`config.mk`:
```
export PLATFORM = sky130hd
export DESIGN_NAME = bfa_div
export DESIGN_NICKNAME = d
export VERILOG_FILES = /design/src/rtl/best_fit_block_allocator_core_macros.svh /design/src/rtl/bfa_pkg.sv /design/src/rtl/bfa_div.sv
export SDC_FILE = /design/constraint.sdc
export NUM_CORES = 1
export LEC_CHECK = 0
export BUFFER_PORTS_ARGS = -buffer_cell sky130_fd_sc_hd__buf_2
export CORE_MARGIN = 1
export CORE_UTILIZATION = 54
export DETAILED_ROUTE_END_ITERATION = 10
export PLACE_DENSITY = 0.85
export SLEW_MARGIN = 20
export SYNTH_ARGS = -nofsm -noshare
export SYNTH_HDL_FRONTEND = slang
export SYNTH_SLANG_ARGS = --single-unit
```
`constraint.sdc`:
```
create_clock -name clk_i -period 3.3 [get_ports clk_i]
set_clock_uncertainty 0.15 [all_clocks]
set_input_delay 0.66 -clock clk_i [delete_from_list [all_inputs] [get_ports clk_i]]
set_output_delay 0.66 -clock clk_i [all_outputs]
set_load 0.02 [all_outputs]
```
`src/rtl/best_fit_block_allocator_core_macros.svh`:
```
// Assertion macros for the allocator core
`ifndef BEST_FIT_BLOCK_ALLOCATOR_CORE_MACROS_SVH
`define BEST_FIT_BLOCK_ALLOCATOR_CORE_MACROS_SVH

// check a property on clk_i, off while rst_ni is low
`define BFA_ASSERT(lbl, prop, msg) \
  lbl: assert property (@(posedge clk_i) disable iff (!rst_ni) (prop)) else $error(msg);

// check an implication on clk_i, off while rst_ni is low
`define BFA_ASSERT_IMP(lbl, ante, cons, msg) \
  lbl: assert property (@(posedge clk_i) disable iff (!rst_ni) (ante) |-> (cons)) else $error(msg);

`endif

```
`src/rtl/bfa_pkg.sv`:
```
// Shared types and constants for the best-fit block allocator
package bfa_pkg;

  localparam int unsigned MAX_UNITS      = 1024;
  localparam int unsigned IDX_W          = $clog2(MAX_UNITS);
  localparam int unsigned LEN_W          = IDX_W + 1;
  localparam int unsigned HEADER_BYTES   = 16;
  localparam int unsigned UNIT_ALIGN     = 8;
  localparam int unsigned MIN_UNIT_BYTES = 10 * UNIT_ALIGN;
  localparam int unsigned REQ_W          = 24;
  localparam int unsigned UB_W           = 17;
  localparam int unsigned CFG_W          = 16;

  localparam logic       CFG_UNIT_BYTES  = 1'b0;
  localparam logic       CFG_ARENA_UNITS = 1'b1;

  localparam logic [2:0] ST_ALLOC    = 3'd0;
  localparam logic [2:0] ST_NOMEM    = 3'd1;
  localparam logic [2:0] ST_FREED    = 3'd2;
  localparam logic [2:0] ST_DUPFREE  = 3'd3;
  localparam logic [2:0] ST_BADADDR  = 3'd4;

  typedef struct packed {
    logic             head;
    logic             free;
    logic [LEN_W-1:0] len;
  } ent_t;

  typedef struct packed {
    logic             done;
    logic [REQ_W-1:0] quot;
    logic [UB_W-1:0]  rem;
  } div_res_t;

endpackage

```
`src/rtl/bfa_div.sv`:
```
// Restoring divider, one quotient bit per cycle
module bfa_div import bfa_pkg::*; (
  input  logic             clk_i,
  input  logic             rst_ni,
  input  logic             start_i,
  input  logic [REQ_W-1:0] dividend_i,
  input  logic [UB_W-1:0]  divisor_i,
  output div_res_t         res_o
);

  localparam int unsigned CNT_W = $clog2(REQ_W + 1);

  logic             busy_q;
  logic [CNT_W-1:0] cnt_q;
  logic [REQ_W-1:0] quot_q;
  logic [UB_W:0]    rem_q;
  logic [UB_W-1:0]  dsr_q;
  logic             done_q;
  logic [UB_W:0]    shifted;
  logic             fits;

  assign shifted = {rem_q[UB_W-1:0], quot_q[REQ_W-1]};
  assign fits    = shifted >= {1'b0, dsr_q};

  always_ff @(posedge clk_i or negedge rst_ni) begin
    if (!rst_ni) begin
      busy_q <= 1'b0;
      done_q <= 1'b0;
      cnt_q  <= '0;
    end else begin
      done_q <= 1'b0;
      if (start_i) begin
        busy_q <= 1'b1;
        cnt_q  <= CNT_W'(REQ_W);
        quot_q <= dividend_i;
        rem_q  <= '0;
        dsr_q  <= divisor_i;
      end else if (busy_q) begin
        rem_q  <= fits ? (shifted - {1'b0, dsr_q}) : shifted;
        quot_q <= {quot_q[REQ_W-2:0], fits};
        cnt_q  <= cnt_q - 1'b1;
        if (cnt_q == CNT_W'(1)) begin
          busy_q <= 1'b0;
          done_q <= 1'b1;
        end
      end
    end
  end

  assign res_o.done = done_q;
  assign res_o.quot = quot_q;
  assign res_o.rem  = rem_q[UB_W-1:0];

endmodule

```
# Word-level counts from Yosys, hierarchy flattened
# Cells that the tools add are included.
# W data, S select, Z words.
# word_totals
register_bits,66
latch_bits,0
ram_bits,0
rom_bits,0
input_bits,44
wordCells,25
mem_count,0
# op_classes
add_sub_neg,2
mul,0
n_div,0
magnitude_cmp,1
eq_ne,1
shifts,0
n_mux,12
bitwise_logic,0
n_reduce_logical,3
# ops
op,count
$mux W24,2
$mux W18,2
$ge A18 B17 Y1,1
$sub A18 B17 Y18,1
$mux W5,2
$mux W1,6
$eq A5 B1 Y1 const B,1
$sub A5 B1 Y5 const B,1
$reduce_and A2 Y1,2
$reduce_bool A2 Y1,1

# Logic depth before layout (Yosys ltp)
# depth
word_depth,4
depth_mapped,12
ltp_nobuf,10

# Least setup slack after synthesis
# No wires, ideal clock.
# synth_timing
path_type,reg2reg
from,register quot_q[23]
to,register rem_q[12] (data pin)
t_arrival_ns,2.525
slack_ns,0.353
stages_incl_launch_ff,11
path_buffers,0
period_less_slack_ns,2.947
path_cell_list,edfxtp_1 inv_1 ha_1 inv_1 fa_1 a21o_1 a221oi_1 o311ai_0 nor3b_1 nor4_1 nor4_1
# synth_between
elab_chain_cells,3
# synth_lines
element,line,text
"start, declared",bfa_div.sv:15,logic [REQ_W-1:0] quot_q;
"start signal, assigned",bfa_div.sv:35,quot_q <= dividend_i;
"start signal, assigned",bfa_div.sv:40,"quot_q <= {quot_q[REQ_W-2:0], fits};"
$sub A18 B17 Y18 / $ge A18 B17 Y1 (equally long branches),"bfa_div.sv:39, bfa_div.sv:23",
$mux W18 (*),bfa_div.sv:39,"rem_q <= fits ? (shifted - {1'b0, dsr_q}) : shifted;"
$mux W18 (*),bfa_div.sv:38,end else if (busy_q) begin
"end signal, assigned",bfa_div.sv:39,
"end, declared",bfa_div.sv:16,logic [UB_W:0] rem_q;
# Mark *: on every way between the ends. The rest lies on a longest branch, timed or not.
# A chain may end at the register's enable or synchronous reset.

# Worst setup path after layout
# layout_timing
from,register quot_q[23]
to,register rem_q[0] (data pin)
# Same word-level chain as after synthesis.

==> impl_metrics.ini <==
[synthesis]
synth_area_um2 = 3757
yosys_warnings = 0
synthArstFlopShare_pct = 10.77
avgSynthCellArea_um2 = 11.12
netlist_instances = 338
synth-simple-area-share_pct = 13.72
synthMuxAreaShare_pct = 7.193
synth_edf_count = 58
synth.distinct_cells = 51
synthFlopType = edfxtp_1
ys_ff_latch = 65
synth_top_family_by_area = compound AO/OA/AOI/OAI gates
synth_compound_area_share_pct = 13.79
yosysSeqAreaShare_pct = 51.02
yosys.area_share.adder_pct = 6.860
synth_xor_area_share_pct = 3.030
synth_nets = 402

[placed_design]
pre_cts_slack_ps = 322.7
dpl.hpwl_um = 6279
dp_cells = 496
portBuffers = 85
place.gp.congestion = 0.9250

[setup_path]
path_cells = inv_1 -> ha_1 -> inv_1 -> fa_1 -> a21o_1 -> o21ai_0 -> a311o_1 -> a31o_2 -> mux2_2 -> a211oi_1
cp_common_cell = inv_1
slowest_stage = fa_1
crit_family = compound AO/OA/AOI/OAI gates
crit_start = quot_q[23]
r2r-end = rem_q[0]
start_kind = flip-flop
worst-path-max-fanout = 12
crit_cells = 10
r2r_slack_ps = 260
end_kind = flip-flop
crit_buf_inv = 2
path_class = reg -> reg
rr_worst_depth = 10
required_ps = 3330
crit_end = rem_q[0]
cp_slowest_stage_delay_ps = 420
r2r-start = quot_q[23]
cp.arrival_ps = 3070

[clock_tree]
cts_sinks = 65
ctsResizeCount = 0
cts_hold_buf = 0
cts_buffer_depth = 2
numCtsBuffers = 9
clock_tree.root_cell = clkbuf_8
tritoncts = yes
clock_latency_ps = 350
cts_setup_buffers = 0
h-tree-depth = 3
clkTransAtPathRegs_ps = 80

[finish]
nFillCells = 505
final_layout_size_suffix_gt1_share_pct = 31.71
syn_to_final_growth_pct = 18.88
final_cells = 512
final_net_count = 491
num_antenna_cells = 0
utilization_pct = 66.11

[routing]
drtAntennaViolNets = 0
wl_per_cell_um = 17.35
drtPass1Iterations = 5
drt-met1-wl_um = 3604
totalWireLength_um = 8884
post-route-drc-count = 0
dr_wl_met2_um = 4231
via_count = 3100
top_layer_used = met4
wl_met3_um = 896
viasPerCell = 6.055
drtIter0Drc = 298

[power]
p_leak_nw = 1.906
comb_power_share_pct = 34.6
switching_power_mw = 0.9503
intPower_mw = 1.748
power.density_nw_per_um2 = 604.0
pwr-share-seq_pct = 40.5
peakVddDrop_uv = 377.7
p_sw_share_pct = 35.22
clockPowerShare_pct = 24.9

[timing]
hold_slack_ps = 221.5
drv_slew = 0
hold_viol = 0
max_freq_ghz = 0.3292
tns_ps = 0
min_period_ps = 3037
relSlewSlack_pct = 52.88
fin_crit_sh_pct = 92.04
tightest_slew_ps = 697.9
setup_ws_ps = 262.7
setup_viol = 0
rsz0062_at_grt = false

[global_routing]
antenna_found_initial = 0
grt_max_degree = 44
grt_pass1_vias = 3010
grt-ovfl-total = 0
grt_pass1_wl_um = 14110
grtUsageTotal_pct = 25.23

[floorplanning]
dieArea_um2 = 7296
die_width_um = 85.42
fp-row-count = 30
core_um2 = 6756
ioPinCount = 86
die_y_um = 85.42
start_util_pct = 55.61

[flow_run]
max_cap_violations = 0

[outcome]
status = complete, no violations

[hold_path]
hp-class = in -> async
[logic make-up (layout without fill, tap and decap cells)]
kind of cell,after synthesis,count (layout)
XOR/XNOR,13,13
multiplexers,24,24
adder cells (fa/ha/maj),20,20
flip-flops,65,65
AND/OR/NAND/NOR,101,101
AO/OA/AOI/OAI,77,77
buffers and inverters,38,132
[layout make-up]
type | instances | area (µm²) | share of cell area, %
Clock buffer | 11 | 131.4 | 2.941
Clock inverter | 5 | 56.30 | 1.261
Inverter | 21 | 78.83 | 1.765
Multi-Input combinational cell | 235 | 1683 | 37.68
Sequential cell | 65 | 1917 | 42.91
Tap cell | 80 | 100.1 | 2.241
Timing Repair Buffer | 95 | 500.5 | 11.20
[metrics by stage]
| stage | instance area [µm²] | power, mW |
|---|---|---|
| detailed placement | 4274 | 2.020 |
| CTS | 4462 | 2.692 |
| finish | 4467 | 2.698 |
| global route | 4467 | 2.827 |
| floorplan | 3757 | 1.771 |
| global placement | 4274 | 1.990 |
[sequential cells by signal, indices dropped and copies added, names as in the netlist]
signal	count
busy_q	1
dsr_q	17
done_q	1
rem_q	17
quot_q	24
cnt_q	5
[routing by layer]
metal	global-route usage (%)	up-vias
met3	9.436	22
met5	0	-
met4	8.030	0
met1	31.09	1445
li1	-	1447
met2	41.24	186
[Yosys cell counts (all sizes together) (2+ instances only)]
| cell | number | area, µm² |
|---|---|---|
| ha | 19 | 237.7 |
| o311ai | 2 | 17.52 |
| and2 | 3 | 18.77 |
| nor3 | 4 | 20.02 |
| nor2 | 20 | 75.07 |
| or4 | 2 | 15.01 |
| inv | 21 | 78.83 |
| a32oi | 5 | 43.79 |
| buf | 7 | 48.79 |
| xor2 | 3 | 26.28 |
| nor3b | 4 | 30.03 |
| a311oi | 4 | 35.03 |
| o22ai | 2 | 12.51 |
| nand2 | 27 | 101.4 |
| xnor2 | 10 | 87.58 |
| nand2b | 10 | 62.56 |
| and3 | 3 | 18.77 |
| nor4 | 2 | 12.51 |
| nand4 | 2 | 18.77 |
| dfrtp | 7 | 175.2 |
| a31oi | 4 | 25.02 |
| a21oi | 15 | 75.07 |
| o211ai | 3 | 22.52 |
| clkbuf | 10 | 37.54 |
| nand3 | 16 | 80.08 |
| edfxtp | 58 | 1742 |
| a211oi | 6 | 45.04 |
| mux2 | 24 | 270.3 |
| a21o | 6 | 45.04 |
| nor2b | 3 | 18.77 |
| o21ai | 18 | 90.09 |
| nor4b | 2 | 17.52 |
[worst min path at each step]
stage | startpoint | to | cells past startpoint
final | rst_ni | cnt_q[1] | 2
after CTS | rst_ni | busy_q | 2
after global placement | cnt_q[4] | cnt_q[4] | 2
after detailed placement | cnt_q[4] | cnt_q[4] | 2
after floorplan | rst_ni | busy_q | 0
after global routing | rst_ni | cnt_q[0] | 2
[cell usage in the layout (no fill, tap or decap), types with 2 or more instances in the layout]
master and n:
o21ai_0 18, a32oi_1 5, nor4b_1 2, nand3_1 16, clkbuf_1 2, ha_1 19
xor2_1 3, nor2_1 20, a311oi_1 4, clkinv_2 2, and3_1 3, a31oi_1 4
nand2_1 27, nor3b_1 4, o22ai_1 2, clkbuf_8 9, mux2_2 24, buf_4 10
nor4_1 2, xnor2_1 10, inv_1 21, a211oi_1 6, buf_2 85, a21oi_1 15
dfrtp_1 7, o311ai_0 2, or4_1 2, a21o_1 6, nand2b_1 10, nor3_1 4
and2_1 3, o211ai_1 3, nor2b_1 2, edfxtp_1 58
[worst reg2reg max path, delay by kind of cell, from the launching register on]
family,cells,cell delay (ps)
AO/OA/AOI/OAI,5,1250
adder cells (fa/ha/maj),2,580
buffers and inverters,2,150
flip-flops,1,380
multiplexers,1,380
[power by group through the flow]
stage	Combinational [mW]	Sequential (mW)	Clock, mW
3_3_place_gp	0.885	1.10	0
5_1_grt	1.01	1.11	0.709
4_1_cts	0.919	1.09	0.680
3_5_place_dp	0.912	1.11	0
6_report	0.933	1.09	0.672
2_1_floorplan	0.594	1.18	0
(Power assumes the default switching activity.)
